==> src/rtl/tut_pkg.sv <==
// Shared constants and types for the timer-tick UART transceiver.
package tut_pkg;

	localparam int unsigned BitPeriodW = 16;
	localparam int unsigned RxCountW = BitPeriodW + 1;
	localparam int unsigned FrameW = 10;
	localparam int unsigned DataW = 8;
	localparam int unsigned BitsLeftW = 4;

	localparam logic [BitPeriodW-1:0] BitPeriodReset = 16'd104;
	localparam logic [BitsLeftW-1:0] FrameBits = 4'd10;
	localparam logic [BitsLeftW-1:0] DataBits = 4'd8;

	// Register index of bit_period on the configuration port.
	localparam logic RegBitPeriod = 1'b0;

	typedef struct packed {
		logic line;
		logic busy;
	} tx_res_t;

	typedef struct packed {
		logic valid;
		logic [DataW-1:0] data;
	} rx_res_t;

endpackage

==> src/rtl/tut_tx.sv <==
// Transmitter: 8N1 frame sequencer, one tick per step.
module tut_tx import tut_pkg::*; (
	input  logic                  clk,
	input  logic                  arst_n,
	input  logic                  step,
	input  logic                  start,
	input  logic [DataW-1:0]      data,
	input  logic [BitPeriodW-1:0] bit_period,
	output tx_res_t               res
);

	logic [FrameW-1:0]     shift_q, shift_d;
	logic [BitsLeftW-1:0]  bits_left_q, bits_left_d;
	logic                  active_q, active_d;
	logic [BitPeriodW-1:0] tick_q, tick_d;
	logic                  next_level_q, next_level_d;
	logic                  level_q, level_d;

	always_comb begin
		shift_d = shift_q;
		bits_left_d = bits_left_q;
		active_d = active_q;
		tick_d = tick_q;
		next_level_d = next_level_q;
		level_d = level_q;

		if (active_q) begin
			if (tick_q <= BitPeriodW'(1)) begin
				tick_d = bit_period;
				level_d = next_level_q;
				if (bits_left_q == '0) begin
					active_d = 1'b0;
					bits_left_d = FrameBits;
				end else begin
					next_level_d = shift_q[0];
					shift_d = {1'b0, shift_q[FrameW-1:1]};
					bits_left_d = bits_left_q - BitsLeftW'(1);
				end
			end else begin
				tick_d = tick_q - BitPeriodW'(1);
			end
		end

		// New request: frame is {stop, data, start}; start bit is scheduled at once.
		if (!active_d && start) begin
			active_d = 1'b1;
			tick_d = bit_period;
			next_level_d = 1'b0;
			shift_d = {1'b0, 1'b1, data};
			bits_left_d = FrameBits - BitsLeftW'(1);
		end
	end

	always_ff @(posedge clk or negedge arst_n) begin
		if (!arst_n) begin
			shift_q <= '0;
			bits_left_q <= FrameBits;
			active_q <= 1'b0;
			tick_q <= '0;
			next_level_q <= 1'b1;
			level_q <= 1'b1;
		end else if (step) begin
			shift_q <= shift_d;
			bits_left_q <= bits_left_d;
			active_q <= active_d;
			tick_q <= tick_d;
			next_level_q <= next_level_d;
			level_q <= level_d;
		end
	end

	assign res.line = level_d;
	assign res.busy = active_d;

endmodule

==> src/rtl/tut_rx.sv <==
// Receiver: falling-edge start detect and mid-bit sampling of 8 data bits.
module tut_rx import tut_pkg::*; (
	input  logic                  clk,
	input  logic                  arst_n,
	input  logic                  step,
	input  logic                  line,
	input  logic [BitPeriodW-1:0] bit_period,
	output rx_res_t               res
);

	logic                 active_q, active_d;
	logic [RxCountW-1:0]  tick_q, tick_d;
	logic [DataW-1:0]     shift_q, shift_d;
	logic [BitsLeftW-1:0] bits_left_q, bits_left_d;
	logic                 prev_q;
	logic [DataW-1:0]     last_q, last_d;
	logic                 valid;

	always_comb begin
		active_d = active_q;
		tick_d = tick_q;
		shift_d = shift_q;
		bits_left_d = bits_left_q;
		last_d = last_q;
		valid = 1'b0;

		if (active_q) begin
			if (tick_q <= RxCountW'(1)) begin
				shift_d = {line, shift_q[DataW-1:1]};
				bits_left_d = bits_left_q - BitsLeftW'(1);
				if (bits_left_d == '0) begin
					last_d = shift_d;
					valid = 1'b1;
					active_d = 1'b0;
					bits_left_d = DataBits;
				end else begin
					tick_d = RxCountW'(bit_period);
				end
			end else begin
				tick_d = tick_q - RxCountW'(1);
			end
		end else if (prev_q && !line) begin
			// First sample lands 1.5 bit periods after the edge.
			active_d = 1'b1;
			bits_left_d = DataBits;
			tick_d = RxCountW'(bit_period) + RxCountW'(bit_period >> 1);
		end
	end

	always_ff @(posedge clk or negedge arst_n) begin
		if (!arst_n) begin
			active_q <= 1'b0;
			tick_q <= '0;
			shift_q <= '0;
			bits_left_q <= DataBits;
			prev_q <= 1'b1;
			last_q <= '0;
		end else if (step) begin
			active_q <= active_d;
			tick_q <= tick_d;
			shift_q <= shift_d;
			bits_left_q <= bits_left_d;
			prev_q <= line;
			last_q <= last_d;
		end
	end

	assign res.valid = valid;
	assign res.data = last_d;

endmodule

==> src/rtl/timer_uart_transceiver.sv <==
// Top level of the timer-tick 8N1 UART transceiver.
//
// Every request on the input stream is one timer tick: the sampled receive
// level plus an optional byte to send. Each tick yields exactly one output
// request with the transmit level, busy flag, received-byte pulse and the
// last received byte. A tick is processed combinationally by the transmitter
// and receiver next-state logic and lands in an output register, so one tick
// is taken per clock while the output side keeps up; the input stalls only
// while that output register holds a request not yet taken.
// bit_period (ticks per serial bit, reset 104) is written through the APB
// port at address 0 and applies at the next counter reload.
module timer_uart_transceiver import tut_pkg::*; (
	input  logic        clk,
	input  logic        arst_n,
	// APB configuration
	input  logic        psel,
	input  logic        penable,
	input  logic        pwrite,
	input  logic [2:0]  paddr,
	input  logic [31:0] pwdata,
	output logic [31:0] prdata,
	output logic        pready,
	// input ticks
	input  logic        s_tvalid,
	output logic        s_tready,
	input  logic [15:0] s_tdata,  // [0] rx_line, [1] tx_start, [9:2] tx_byte, [15:10] zero
	// output results
	output logic        m_tvalid,
	input  logic        m_tready,
	output logic [15:0] m_tdata   // [0] tx_line, [1] tx_busy, [2] rx_valid, [10:3] rx_byte
);

	logic [BitPeriodW-1:0] bit_period_q;
	logic                  step;
	tx_res_t               tx_res;
	rx_res_t               rx_res;
	logic                  m_tvalid_q;
	logic [15:0]           m_tdata_q;

	assign pready = 1'b1;
	assign prdata = (paddr[2] == RegBitPeriod) ? {16'd0, bit_period_q} : 32'd0;

	always_ff @(posedge clk or negedge arst_n) begin
		if (!arst_n) begin
			bit_period_q <= BitPeriodReset;
		end else if (psel && penable && pwrite && pready && paddr[2] == RegBitPeriod) begin
			bit_period_q <= pwdata[BitPeriodW-1:0];
		end
	end

	assign s_tready = !m_tvalid_q || m_tready;
	assign step = s_tvalid && s_tready;

	tut_tx u_tx (
		.clk        (clk),
		.arst_n     (arst_n),
		.step       (step),
		.start      (s_tdata[1]),
		.data       (s_tdata[9:2]),
		.bit_period (bit_period_q),
		.res        (tx_res)
	);

	tut_rx u_rx (
		.clk        (clk),
		.arst_n     (arst_n),
		.step       (step),
		.line       (s_tdata[0]),
		.bit_period (bit_period_q),
		.res        (rx_res)
	);

	always_ff @(posedge clk or negedge arst_n) begin
		if (!arst_n) begin
			m_tvalid_q <= 1'b0;
		end else if (s_tready) begin
			m_tvalid_q <= s_tvalid;
		end
	end

	always_ff @(posedge clk) begin
		if (step) begin
			m_tdata_q <= {5'd0, rx_res.data, rx_res.valid, tx_res.busy, tx_res.line};
		end
	end

	assign m_tvalid = m_tvalid_q;
	assign m_tdata = m_tdata_q;

endmodule

==> config.mk <==
export PLATFORM = sky130hd
export DESIGN_NAME = timer_uart_transceiver
export DESIGN_NICKNAME = d
export VERILOG_FILES = /design/src/rtl/tut_pkg.sv /design/src/rtl/tut_tx.sv /design/src/rtl/tut_rx.sv /design/src/rtl/timer_uart_transceiver.sv
export SDC_FILE = /design/constraint.sdc
export NUM_CORES = 1
export LEC_CHECK = 0
export BUFFER_PORTS_ARGS = -buffer_cell sky130_fd_sc_hd__buf_2
export CAP_MARGIN = 20
export CELL_PAD_IN_SITES_DETAIL_PLACEMENT = 1
export CELL_PAD_IN_SITES_GLOBAL_PLACEMENT = 1
export CORE_ASPECT_RATIO = 1.5
export CORE_MARGIN = 5
export CORE_UTILIZATION = 44
export DETAILED_ROUTE_END_ITERATION = 8
export GPL_ROUTABILITY_DRIVEN = 0
export PLACE_DENSITY_LB_ADDON = 0.1
export SETUP_SLACK_MARGIN = 0.3
export SLEW_MARGIN = 5
export SYNTH_ARGS = -nofsm -noshare
export SYNTH_HDL_FRONTEND = slang
export SYNTH_SLANG_ARGS = --single-unit
==> constraint.sdc <==
create_clock -name clk -period 2.9 [get_ports clk]
set_input_delay 0.435 -clock clk [delete_from_list [all_inputs] [get_ports clk]]
set_output_delay 0.435 -clock clk [all_outputs]
set_load 0.05 [all_outputs]
# Word level (Yosys, flattened, before mapping)
# Index checks and enable logic that the tools add are counted.
classes:
  addsub: 5
  magnitude_cmp: 2
  n_eq_ne: 3
  mux: 38
  n_bitwise: 1
  reduce_logical: 22
op_table:
  columns: ["cell", "n"]
  rows:
  - ["$mux W17", 4]
  - ["$mux W16", 4]
  - ["$mux W10", 4]
  - ["$mux W4", 8]
  - ["$mux W8", 3]
  - ["$add A16 B15 Y17", 1]
  - ["$le A17 B1 Y1 const B", 1]
  - ["$sub A17 B1 Y17 const B", 1]
  - ["$le A16 B1 Y1 const B", 1]
  - ["$sub A16 B1 Y16 const B", 1]
  - ["$mux W1", 15]
  - ["$reduce_and A3 Y1", 4]
  - ["$logic_not A4 Y1", 2]
  - ["$sub A4 B1 Y4 const B", 2]
  - ["$logic_and A1 B1 Y1", 6]
  - ["$reduce_bool A2 Y1", 3]
  - ["$ne A2 B2 Y1 const B", 2]
  - ["$reduce_and A2 Y1", 2]
  - ["$reduce_and A4 Y1", 1]
  - ["$logic_not A1 Y1", 3]
  - ["$ne A3 B3 Y1 const B", 1]
  - ["$logic_or A1 B1 Y1", 1]
  - ["$not A1 Y1", 1]
word_totals:
  ff_bits: 100
  inputBits: 58
  out_inout_bits: 51
  wordCells: 87

# Logic depth before layout (Yosys ltp)
# Gate-level depths: netlist of the first run.
depth:
  ltp_word: 8
  mapped_depth: 10
  depth_no_buf: 8

# Hierarchy
# Synthesis of the first run repeated with hierarchy kept, for this count alone.
hier_totals:
  cells_unflattened: 671
  area_unflattened_um2: 6401.1
modules_own_cells:
  columns: ["module", "n_inst", "cells_per_inst", "area_per_inst_um2"]
  rows:
  - ["tut_rx", 1, 358, 3101.7]
  - ["tut_tx", 1, 223, 1984.4]
  - ["timer_uart_transceiver", 1, 90, 1315.0]

# Least setup slack after synthesis of the first run
# OpenSTA, ideal clock, no wires.
synth_timing:
  kind: "reg2reg"
  startpoint: "reg m_tvalid_q, in the netlist m_tvalid"
  endpoint: "reg u_rx.last_q[7]"
  arrival_time_ns: 2.748
  required_time_ns: 2.775
  slack_ns: 0.027
  stages_incl_launch_ff: 8
  n_path_buf: 1
  period_less_slack_ns: 2.873
  path_cell_list: "dfrtp_1 -> nand2b_1 -> nand2_1 -> inv_1 -> clkbuf_1 -> nand2_2 -> nor2_4 -> mux2_2"
synth_between:
  elab_chain_cells: 3
synth_rtl:
  columns: ["item", "line", "text"]
  rows:
  - ["start, declared", "timer_uart_transceiver.sv:37", "logic m_tvalid_q;"]
  - ["start signal, assigned", "timer_uart_transceiver.sv:77", "m_tvalid_q <= s_tvalid;"]
  - ["$logic_not A1 Y1", "timer_uart_transceiver.sv:51", "assign s_tready = !m_tvalid_q || m_tready;"]
  - ["$logic_or A1 B1 Y1", "timer_uart_transceiver.sv:51", null]
  - ["named net s_tready", "timer_uart_transceiver.sv:25", "output logic s_tready,"]
  - ["$logic_and A1 B1 Y1", "timer_uart_transceiver.sv:52", "assign step = s_tvalid && s_tready;"]
  - ["named net step", "timer_uart_transceiver.sv:34", "logic step;"]
  - ["end signal, assigned", "tut_rx.sv:64", "last_q <= last_d;"]
  - ["end, declared", "tut_rx.sv:16", "logic [DataW-1:0] last_q, last_d;"]
# The timed path passes the listed nets, and every way through them passes these cells.
# A chain may end at the register's enable or synchronous reset.

# Worst setup path after layout of the first run
layout_timing:
  startpoint: "reg u_rx.tick_q[13]"
  endpoint: "reg u_rx.last_q[5]"
layout_between:
  elab_chain_cells: 3
layout_rtl:
  columns: ["item", "line", "text"]
  rows:
  - ["start, declared", "tut_rx.sv:12", "logic [RxCountW-1:0] tick_q, tick_d;"]
  - ["start signal, assigned", "tut_rx.sv:60", "tick_q <= tick_d;"]
  - ["$le A17 B1 Y1", "tut_rx.sv:28", "if (tick_q <= RxCountW'(1)) begin"]
  - ["$mux W8", "tut_rx.sv:28", null]
  - ["$mux W8", "tut_rx.sv:27", "if (active_q) begin"]
# No other way between the ends.

==> results by group, run 1 <==
Yosys
  – Top FF cell, synth: dfrtp_1
  – Commonest cells post-synth: dfrtp_1, nand2_1, nor2_1, mux2_2, a21oi_1
  – Synth area leader: dfrtp_1
  – Async set-reset flop share out of synthesis: 0.8878
  – Yosys warning total: 0
  – Netlist cell types: between 70 and 80
  – Top cell type's share of synthesized area: 0.3113
  – Mapped Cells: between 600 and 700
  – Most common cell in the netlist: dfrtp_1
  – Synth Area per Inst: between 9 and 10 sq um
  – Post-synth EDFFs: 11
  – Area contributors post-synth: dfrtp_1, mux2_2, edfxtp_1
  – FF+latch count, synth: a little under 100
  – Cell Area, Synth: between 0.006 and 0.007 sq mm
  – Sequential share of the synthesized area: 0.4017

Global route
  – Tot GR Track Use: 0.2225
  – Number of global-route vias before repair: around 6000
  – First-pass GRT wire length: ~30000 um
  – Largest net degree at the start of global routing: 51
  – Initial antenna violation count: 0
  – GRT overflow: 0

Floorplan
  – Starting Density: 0.4481
  – Die X-Extent: roughly 110 um
  – I/O pins: 109
  – Die area: ~0.017 sq mm
  – Num rows: between 50 and 60
  – Total core area: between 0.01 and 0.015 sq mm
  – Die H: 156.2 um

Pwr
  – Clock Power Share: 0.218
  – Combinational power share: 0.408
  – NetSw: roughly 2.6 mW
  – PD cells: 829.4 mW/mm^2
  – Total power: 6.035 mW
  – Worst IR Drop VDD: 485.1 uV
  – Internal Pwr Total: about 3.4 mW
  – Pleak: between 3 and 4 nW
  – Switching Share: 0.4292
  – Sequential Power Share: 0.374

Worst setup path
  – Crit Path Class: reg -> reg
  – Reg-to-reg slack, setup: between 0.3 and 0.4 ns
  – FF-to-FF End: u_rx.last_q[5]$_DFFE_PN0P_
  – CP Capture Type: flop
  – Req. time, crit path: between 3 and 4 ns
  – Critical Path Source Type: flop
  – Reg2Reg Launch Point: u_rx.tick_q[13]$_DFFE_PN0P_
  – R2r worst-path depth: 6
  – Arrival time of the worst setup path: between 2 and 3 ns
  – Crit Path Max Fanout: 10

Clock tree
  – Clock Path Buffers: 2
  – Clock Root Buffer: clkbuf_16
  – CTS Sinks: slightly below 100
  – CTS tree: built
  – CTS clk-pin slew, worst paths: about 0.08 ns
  – Clk Latency, worst-skew pair: around 0.35 ns
  – Hold Buf Count CTS: 0
  – CTS buffer count: 9
  – H-Tree Level Count: 3

Timing
  – Minimum clock period: 2.515 ns
  – Max Slew Vio Count: 0
  – Highest clock rate: ~400 MHz
  – RSZ-0062 raised after global routing: yes
  – Number of setup violations in the final report: 0
  – Slew Limit Headroom: 0.6276
  – Period utilization: 0.8674
  – Final Skew: between 0.009 and 0.01 ns
  – Setup Total Neg Slack: 0 ns
  – Worst slew pin tran: between 0.5 and 0.6 ns
  – Final Hold Violating Endpoints: 0

Detailed routing
  – Routed wire length per instance: 19.53 um
  – Final WL: approximately 18000 um
  – Drt drc: 0
  – Antenna-violating nets left: 0
  – 1st-iter DRT viols: roughly 240
  – Vias: 5372
  – Vias per cell: between 5 and 6
  – Drt pass-1 iters: 4

Job
  – Max_cap viols: 0

Placement
  – PortBufs: between 60 and 70
  – Final HPWL DP: 13380 um

Layout
  – Fin nets: between 800 and 900
  – N_diodes: 0
  – Area Overhead vs Synth: 16.04%
  – Layout cells sized above 1: 0.2591

Status
  – Status: complete, no violations

Hold path
  – HP Class: in -> async
==> worst max-delay path by stage <==
stage | start | endpoint | slack [ns] | depth (start not counted)
2_1_floorplan | m_tvalid$_DFFE_PN0N_ | u_rx.last_q[7]$_DFFE_PN0P_ | 0.37 | 7
3_3_place_gp | u_rx.bits_left_q[0]$_DFFE_PN0P_ | m_tdata[6]$_DFFE_PP_ | 0.31 | 6
3_5_place_dp | u_rx.bits_left_q[0]$_DFFE_PN0P_ | m_tdata[9]$_DFFE_PP_ | 0.18 | 6
4_1_cts | u_rx.tick_q[5]$_DFFE_PN0P_ | u_rx.last_q[5]$_DFFE_PN0P_ | 0.32 | 6
5_1_grt | u_rx.bits_left_q[0]$_DFFE_PN0P_ | u_rx.tick_q[10]$_DFFE_PN0P_ | 0.23 | 9
6_report | u_rx.tick_q[13]$_DFFE_PN0P_ | u_rx.last_q[5]$_DFFE_PN0P_ | 0.38 | 6
==> per-stage QoR <==
stage            util  setup WS [ns]  instances  instance area, sq um  hold slack, ns
4_1_cts        0.5144         0.3220        933                  7197         0.07032
3_5_place_dp   0.4869         0.1821        911                  6813          0.4538
2_1_floorplan       -         0.3657        681                  6346          0.1394
5_1_grt        0.5200         0.2341        933                  7276         0.09483
3_3_place_gp   0.4869         0.3121        911                  6813          0.4493
6_report       0.5200         0.3847        933                  7276         0.05876
==> cell usage in the layout (no fill, tap or decap), types with 4 or more instances in the layout <==
cell type,n
nand4_1,8
mux2i_1,12
clkbuf_16,9
o31ai_1,5
a31oi_1,16
a21o_1,4
o21ai_1,21
buf_2,61
nand2_1,61
nor4_1,7
conb_1,22
mux2_2,41
edfxtp_1,11
nor2_1,42
o21ai_0,37
o21a_1,5
xnor2_1,8
or3_1,5
nand2b_1,8
o22ai_1,6
nor3_1,23
o211ai_1,11
dfstp_2,9
ha_1,22
xor2_1,4
inv_1,19
buf_4,29
nand3_1,13
dfrtp_1,77
a21oi_1,38
nor2b_1,17
==> power groups by stage <==
stage	Clock, mW	Combinational [mW]	Sequential (mW)
global placement	0	2.28	2.21
detailed placement	0	2.38	2.24
CTS	1.34	2.42	2.22
floorplan	0	1.79	2.09
finish	1.31	2.46	2.26
global route	1.40	2.71	2.31
==> registers in the layout (all words and copies together) (netlist names) <==
register	flops
m_tvalid	1
u_rx.bits_left_q	4
u_rx.tick_q	17
u_tx.shift_q	9
u_rx.shift_q	7
u_tx.next_level_q	1
u_rx.active_q	1
u_tx.active_q	1
bit_period_q	16
u_rx.last_q	8
u_tx.tick_q	16
u_tx.level_q	1
u_tx.bits_left_q	4
m_tdata	11
u_rx.prev_q	1
==> what timing repair did <==
action                     4_1_cts  5_1_grt
setup buffers                    6        0
setup endpoints to repair       10       27
gates resized for setup          1       12
pin swaps                        3        1
==> metal layers <==
metal	up-vias	part of all wire	GRT usage	wire (um)
met1	2710	0.39	0.2581	7175
li1	2541	-	-	-
met4	0	0.024	0.07581	432
met2	91	0.56	0.4181	10120
met3	30	0.027	0.02733	488
met5	-	0	0	0
==> cells by family (layout without fill, tap and decap cells) <==
group                      Yosys count  in the layout  share of synthesized area
other                                2             22                   0.001198
buffers and inverters               67            127                    0.05568
and+or+nand+nor                    214            214                     0.1810
AOI/OAI and AO/OA                  187            187                     0.1926
adders and majority gates           25             25                    0.05109
muxes                               56             56                    0.09998
DFF                                 98             98                     0.4017
xor gates and xnor gates            12             12                    0.01676
==> layout make-up <==
type / instances / area (sq um)
Clock buffer: 10 / 239.0
Clock inverter: 6 / 83.83
Fill cell: 1648 / 6716
Inverter: 19 / 71.32
Multi-Input combinational cell: 516 / 3558
Sequential cell: 98 / 2520
Tap cell: 192 / 240.2
Timing Repair Buffer: 92 / 563.0
==> worst max-delay path: stages, from the launching register on <==
cell,delay (ns)
dfrtp_1,0.49
nor4_4,0.42
o21ai_2,0.25
nor3_2,0.34
nand2_2,0.24
nor2_4,0.30
mux2_2,0.37
No activity file was read; power rests on OpenSTA's default activity.
==> run 2, diff against run 1 <==
- CORE_ASPECT_RATIO: 1.5 -> 0.7
- SKIP_CTS_REPAIR_TIMING: default -> 1
==> run 2 against run 1 <==
  * Critical path depth increased by 2
  * Sequential share of layout area increased by 0.21 points
  * Fmax fell by 0.34%
  * Non-clock buffer count unchanged
  * Critical path type unchanged
  * First-iteration DRC count increased by 27%
  * Worst hold slack improved by 0.035 ns
==> results by group, run 2 (synthesis results as in run 1) <==
Status
  – Status: complete, no violations (unchanged)

Floorplan
  – Die area: 0.01678 sq mm (was 0.01679 sq mm)
  – Starting Density: 0.4490 (was 0.4481)
  – Die X-Extent: 152.7 um (was 107.5 um)
  – Num rows: 36 (was 53)
  – Die H: 109.9 um (was 156.2 um)
  – Total core area: 0.01396 sq mm (was 0.01399 sq mm)
  – I/O pins: 109 (unchanged)

Clock tree
  – CTS clk-pin slew, worst paths: 0.07 ns (was 0.08 ns)
  – CTS tree: built (unchanged)
  – H-Tree Level Count: 3 (unchanged)
  – Clock Path Buffers: 2 (unchanged)
  – Clock Root Buffer: clkbuf_16 (unchanged)
  – CTS buffer count: 9 (unchanged)
  – Clk Latency, worst-skew pair: 0.35 ns (about the same)
  – CTS Sinks: 98 (unchanged)

Timing
  – Hold slack: 0.09402 ns (was 0.05876 ns)
  – Final Skew: 0.005748 ns (was 0.009617 ns)
  – Period utilization: 0.8704 (was 0.8674)
  – Slew Limit Headroom: 0.5616 (was 0.6276)
  – Final Hold Violating Endpoints: 0 (unchanged)
  – Worst slew pin tran: 0.6575 ns (was 0.5586 ns)
  – Minimum clock period: 2.524 ns (was 2.515 ns)
  – Setup Total Neg Slack: 0 ns (unchanged)
  – Number of setup violations in the final report: 0 (unchanged)
  – Max Slew Vio Count: 0 (unchanged)
  – Highest clock rate: 396.2 MHz (was 397.6 MHz)
  – RSZ-0062 raised after global routing: no (was yes)

Detailed routing
  – Vias per cell: 5.831 (was 5.758)
  – Drt pass-1 iters: 5 (was 4)
  – Final WL: 18520 um (was 18220 um)
  – Drt drc: 0 (unchanged)
  – Vias: 5429 (was 5372)
  – Antenna-violating nets left: 0 (unchanged)
  – 1st-iter DRT viols: 308 (was 243)
  – Routed wire length per instance: 19.89 um (was 19.53 um)

Layout
  – N_diodes: 0 (unchanged)
  – Commonest cells after routing, fill and taps aside: dfrtp_1, nand2_1, buf_2 (unchanged)
  – Area Overhead vs Synth: 15.35% (was 16.04%)
  – Largest Register: u_rx.tick_q (unchanged)
  – Top Registers: u_rx.tick_q: 17 flops, bit_period_q: 16 flops, u_tx.tick_q: 16 flops (unchanged)
  – Largest register FFs: 17 (unchanged)
  – # fillers: 1637 (was 1648)
  – Layout cells sized above 1: 0.2564 (was 0.2591)
  – Fin nets: 819 (unchanged)
  – Commonest non-fill, non-tap cell in the layout: dfrtp_1 (unchanged)

Pwr
  – PD cells: 829.0 mW/mm^2 (was 829.4 mW/mm^2)
  – Pleak: 3.035 nW (was 3.044 nW)
  – Combinational power share: 0.413 (was 0.408)
  – Switching Share: 0.4320 (was 0.4292)
  – Internal Pwr Total: 3.405 mW (was 3.444 mW)
  – Worst IR Drop VDD: 371.0 uV (was 485.1 uV)
  – Sequential Power Share: 0.374 (about the same)
  – Clock Power Share: 0.213 (was 0.218)
  – NetSw: 2.590 mW (about the same)

Worst setup path
  – Crit Path Class: reg -> reg (unchanged)
  – CP Capture Type: flop (unchanged)
  – Req. time, crit path: 3.14 ns (about the same)
  – Arrival time of the worst setup path: 2.76 ns (was 2.75 ns)
  – CP Cell Sequence: ha_2 > a21oi_1 > o211ai_1 > o211ai_1 > buf_4 > or4_1 > a31oi_1 > o21ai_1 (was nor4_4 > o21ai_2 > nor3_2 > nand2_2 > nor2_4 > mux2_2)
  – CP max stage cell: dfstp_2 (was dfrtp_1)
  – Critical Path Source Type: flop (unchanged)
  – CP peak stage delay: 0.64 ns (was 0.49 ns)
  – Most frequent CP cell: o211ai_1
  – Crit Path Max Fanout: 6 (was 10)

Global route
  – Initial antenna violation count: 0 (unchanged)
  – Largest net degree at the start of global routing: 47 (was 51)
  – Number of global-route vias before repair: 5858 (was 5890)
  – First-pass GRT wire length: 30710 um (was 29970 um)
  – Tot GR Track Use: 0.2269 (was 0.2225)
  – GRT overflow: 0 (unchanged)

Placement
  – Final HPWL DP: 13540 um (was 13380 um)
  – PortBufs: 62 (unchanged)

Hold path
  – HP Class: in -> async (unchanged)

Job
  – Max_cap viols: 0 (unchanged)
-- run 2: cell type report --
class	count	area, sq um	share of cell area
multi-input cells	516	3528	0.4879
clock inverters	7	86.33	0.01194
flip-flops and latches	98	2520	0.3484
inverters	19	71.32	0.009862
well taps	190	237.7	0.03287
clock buffers	9	225.2	0.03114
repair buffers	92	563.0	0.07785
-- run 2: per-stage QoR --
stage               cell area [sq um]  utilization  setup slack (ns)  total power [mW]  cells
floorplan                        6346            -            0.3657             3.881    681
global route                     7232       0.5179            0.2687             6.439    931
detailed placement               6833       0.4893            0.2271             4.639    912
finish                           7232       0.5179            0.3760             5.996    931
global placement                 6833       0.4893            0.2731             4.504    912
CTS                              7144       0.5116            0.1919             5.933    928
-- run 2: worst paths after layout --
kind / from / end / slack (ns) / depth (start not counted)
hold reg to reg: u_rx.prev_q$_DFFE_PN1P_ / u_rx.prev_q$_DFFE_PN1P_ / 0.48 / 2
max in group asynchronous: arst_n / bit_period_q[3]$_DFFE_PN1P_ / 2.08 / 2
hold / removal: arst_n / bit_period_q[8]$_DFFE_PN0P_ / 0.09 / 1
setup reg to reg: bit_period_q[3]$_DFFE_PN1P_ / u_rx.tick_q[14]$_DFFE_PN0P_ / 0.38 / 8
setup / recovery: bit_period_q[3]$_DFFE_PN1P_ / u_rx.tick_q[14]$_DFFE_PN0P_ / 0.38 / 8
min in group clk: s_tvalid / m_tvalid$_DFFE_PN0N_ / 0.29 / 2
-- run 2: per-layer routing --
layer,share of wire,track usage,vias to the layer above
met4,0.017,0.06357,0
met3,0.029,0.04013,26
met1,0.49,0.3098,2749
met2,0.47,0.3757,111
met5,0,0,-
li1,-,-,2543
-- run 2: critical path, delay by kind of cell, from the launching register on --
family | cells | cell delay, ns
adders and majority gates | 1 | 0.24
DFF | 1 | 0.64
AOI/OAI and AO/OA | 5 | 0.85
and+or+nand+nor | 1 | 0.47
buffers and inverters | 1 | 0.21
-- run 2: power groups by stage --
stage / clock network (mW) / registers (mW) / logic, mW
floorplan: 0 / 2.09 / 1.79
global placement: 0 / 2.20 / 2.30
detailed placement: 0 / 2.23 / 2.41
CTS: 1.30 / 2.21 / 2.43
global route: 1.37 / 2.30 / 2.77
finish: 1.28 / 2.24 / 2.47
==> run 3, diff against run 2 <==
- ABC_AREA: default -> 1
- CORE_UTILIZATION: 44 -> 41
==> run 3 against run 2 <==
  * Register-to-register slack improved by 0.25 ns
  * Highest routed layer unchanged
  * Fmax rose by 11%
  * Synthesized cell count rose by 46%
  * Sequential power barely moved
==> results by group, run 3 <==
Status
  – Status: complete, no violations (unchanged)

Yosys
  – Async set-reset flop share out of synthesis: 0.8878 (unchanged)
  – Synth area leader: dfrtp_1 (unchanged)
  – Post-synth EDFFs: 11 (unchanged)
  – Synth Area per Inst: 6.955 sq um (was 9.485 sq um)
  – Yosys warning total: 0 (unchanged)
  – Cell Area, Synth: 0.006711 sq mm (was 0.006270 sq mm)
  – Sequential share of the synthesized area: 0.3753 (was 0.4017)
  – Most common cell in the netlist: nand2_1 (was dfrtp_1)
  – Commonest cells post-synth: nand2_1, inv_1, nor2_1, nand3_1, dfrtp_1 (was dfrtp_1, nand2_1, nor2_1, mux2_2, a21oi_1)
  – Mapped Cells: 965 (was 661)
  – Top FF cell, synth: dfrtp_1 (unchanged)
  – Area contributors post-synth: dfrtp_1, nand2_1, inv_1 (was dfrtp_1, mux2_2, edfxtp_1)
  – Top cell type's share of synthesized area: 0.2908 (was 0.3113)
  – Netlist cell types: 38 (was 79)
  – FF+latch count, synth: 98 (unchanged)

Clock tree
  – Clock Root Buffer: clkbuf_16 (unchanged)
  – Clk Latency, worst-skew pair: 0.36 ns (was 0.35 ns)
  – CTS clk-pin slew, worst paths: 0.07 ns (about the same)
  – CTS buffer count: 9 (unchanged)
  – Clock Path Buffers: 2 (unchanged)
  – H-Tree Level Count: 3 (unchanged)
  – CTS tree: built (unchanged)
  – CTS Sinks: 98 (unchanged)

Worst setup path
  – CP Capture Type: flop (unchanged)
  – CP peak stage delay: 0.40 ns (was 0.64 ns)
  – CP Cell Sequence: inv_1 > ha_1 > inv_1 > o21ai_1 > nand2_2 > o21ai_2 > inv_1 > nand3_1 > nand2_1 > o21ai_0 (was ha_2 > a21oi_1 > o211ai_1 > o211ai_1 > buf_4 > or4_1 > a31oi_1 > o21ai_1)
  – Arrival time of the worst setup path: 2.54 ns (was 2.76 ns)
  – R2r worst-path depth: 10 (was 8)
  – CP max stage cell: o21ai_2 (was dfstp_2)
  – Req. time, crit path: 3.17 ns (was 3.14 ns)
  – WP depth: 10 (was 8)
  – Critical Path Source Type: flop (unchanged)
  – Crit Path Max Fanout: 25 (was 6)
  – Most frequent CP cell: inv_1 (was o211ai_1)
  – Largest delay share family, worst path: compound AO/OA/AOI/OAI gates (unchanged)
  – Crit Path Class: reg -> reg (unchanged)
  – CP bufs+invs: 3 (was 1)

Pwr
  – PD cells: 883.9 mW/mm^2 (was 829.0 mW/mm^2)
  – Worst IR Drop VDD: 371.8 uV (was 371.0 uV)
  – Pleak: 3.883 nW (was 3.035 nW)

Job
  – Max_cap viols: 0 (unchanged)

Timing
  – Minimum clock period: 2.273 ns (was 2.524 ns)
  – Final Skew: 0.01150 ns (was 0.005748 ns)
  – Final Hold Violating Endpoints: 0 (unchanged)
  – Number of setup violations in the final report: 0 (unchanged)
  – Hold slack: 0.009132 ns (was 0.09402 ns)
  – Max Slew Vio Count: 0 (unchanged)
  – Slew Limit Headroom: 0.3239 (was 0.5616)
  – RSZ-0062 raised after global routing: no (unchanged)
  – Period utilization: 0.7838 (was 0.8704)
  – Setup Total Neg Slack: 0 ns (unchanged)
  – Highest clock rate: 440.0 MHz (was 396.2 MHz)
  – Setup ws final: 0.6271 ns (was 0.3760 ns)
  – Worst slew pin tran: 1.014 ns (was 0.6575 ns)

Layout
  – Top Registers: u_rx.tick_q: 17 flops, bit_period_q: 16 flops, u_tx.tick_q: 16 flops (unchanged)
  – Area Overhead vs Synth: 11.48% (was 15.35%)
  – # fillers: 2180 (was 1637)
  – Footprint of the multi-input gates: 0.003487 sq mm (was 0.003528 sq mm)
  – Layout cells sized above 1: 0.1318 (was 0.2564)
  – Largest Register: u_rx.tick_q (unchanged)
  – N_diodes: 0 (unchanged)
  – Largest register FFs: 17 (unchanged)
  – Commonest cells after routing, fill and taps aside: nand2_1, inv_1, nor2_1 (was dfrtp_1, nand2_1, buf_2)
  – Reg area: 0.002519 sq mm (was 0.002520 sq mm)
  – Commonest non-fill, non-tap cell in the layout: nand2_1 (was dfrtp_1)
  – Fin nets: 1102 (was 819)

Global route
  – GRT overflow: 0 (unchanged)
  – Tot GR Track Use: 0.2042 (was 0.2269)
  – Number of global-route vias before repair: 6011 (was 5858)
  – Initial antenna violation count: 0 (unchanged)
  – First-pass GRT wire length: 31110 um (was 30710 um)
  – Largest net degree at the start of global routing: 58 (was 47)

Floorplan
  – Starting Density: 0.4143 (was 0.4490)
  – Num rows: 39 (was 36)
  – Total core area: 0.01620 sq mm (was 0.01396 sq mm)
  – Die X-Extent: 162.9 um (was 152.7 um)
  – Die area: 0.01907 sq mm (was 0.01678 sq mm)
  – I/O pins: 109 (unchanged)
  – Die H: 117.0 um (was 109.9 um)

Detailed routing
  – Vias: 6084 (was 5429)
  – Drt pass-1 iters: 5 (unchanged)
  – Final WL: 18790 um (was 18520 um)
  – 1st-iter DRT viols: 295 (was 308)
  – Routed wire length per instance: 15.05 um (was 19.89 um)
  – Antenna-violating nets left: 0 (unchanged)
  – Drt drc: 0 (unchanged)
  – Vias per cell: 4.871 (was 5.831)

Hold path
  – HP Class: in -> async (unchanged)

Placement
  – PortBufs: 62 (unchanged)
  – Final HPWL DP: 14200 um (was 13540 um)
  – DP Worst Slack: 0.5673 ns (was 0.2271 ns)
[run 3: cell types whose count changed after synthesis, moves of 17 or more]
cell	change
nand2_1	+235
mux2_2	-41
nor2_1	+51
inv_1	+100
nand3_1	+73
nor3_1	-19
nor2b_1	-17
[run 3: worst register-to-register path: stages (launching register included)]
cell and delay, ns:
dfrtp_1 0.39, inv_1 0.11, ha_1 0.23, inv_1 0.07, o21ai_1 0.16, nand2_2 0.13
o21ai_2 0.40, inv_1 0.39, nand3_1 0.20, nand2_1 0.06, o21ai_0 0.07
[run 3: layout make-up]
cell class | instances | area share
Timing Repair Buffer | 73 | 0.05451
Inverter | 123 | 0.06171
Tap cell | 225 | 0.03763
Multi-Input combinational cell | 714 | 0.4661
Clock buffer | 10 | 0.03060
Sequential cell | 98 | 0.3366
Clock inverter | 6 | 0.01288
[run 3: worst paths after layout]
kind / startpoint / to / slack (ns)
setup / recovery: u_tx.tick_q[0]$_DFFE_PN0P_ / u_tx.tick_q[13]$_DFFE_PN0P_ / 0.63
hold / removal: arst_n / bit_period_q[13]$_DFFE_PN0P_ / 0.009
setup reg to reg: u_tx.tick_q[0]$_DFFE_PN0P_ / u_tx.tick_q[13]$_DFFE_PN0P_ / 0.63
hold reg to reg: u_tx.shift_q[6]$_DFFE_PN0P_ / u_tx.shift_q[6]$_DFFE_PN0P_ / 0.48
max in group asynchronous: arst_n / u_tx.level_q$_DFFE_PN1P_ / 2.19
min in group clk: pwdata[5] / bit_period_q[5]$_DFFE_PN1P_ / 0.32
[run 3: kinds of logic after synthesis]
kind of cell | Yosys count | synth area share
flops | 98 | 0.3753
compound gates | 114 | 0.09154
fa+ha+maj | 25 | 0.04773
other cells | 2 | 0.001119
xor+xnor | 18 | 0.02349
buf+inv | 173 | 0.1163
simple gates | 535 | 0.3445
[run 3: per-layer routing]
layer | routed length, um | vias to the layer above | GRT usage
met5 | 0 | - | 0
met3 | 685 | 15 | 0.03290
met4 | 159 | 0 | 0.03911
met2 | 7957 | 96 | 0.2978
met1 | 9993 | 2855 | 0.3199
li1 | - | 3118 | -
[run 3: power breakdown]
| part | internal, mW | switching [mW] |
|---|---|---|
| Sequential | 1.84 | 0.389 |
| Combinational | 0.994 | 2.04 |
| Clock | 0.770 | 0.586 |
[run 3: metrics by stage]
step / utilization / cell area [sq um] / power, mW / cells
after floorplan: - / 6787 / 4.492 / 985
after global placement: 0.4418 / 7157 / 5.194 / 1233
after detailed placement: 0.4418 / 7157 / 5.270 / 1233
after CTS: 0.4618 / 7482 / 6.671 / 1249
after global routing: 0.4618 / 7482 / 7.178 / 1249
final: 0.4618 / 7482 / 6.614 / 1249
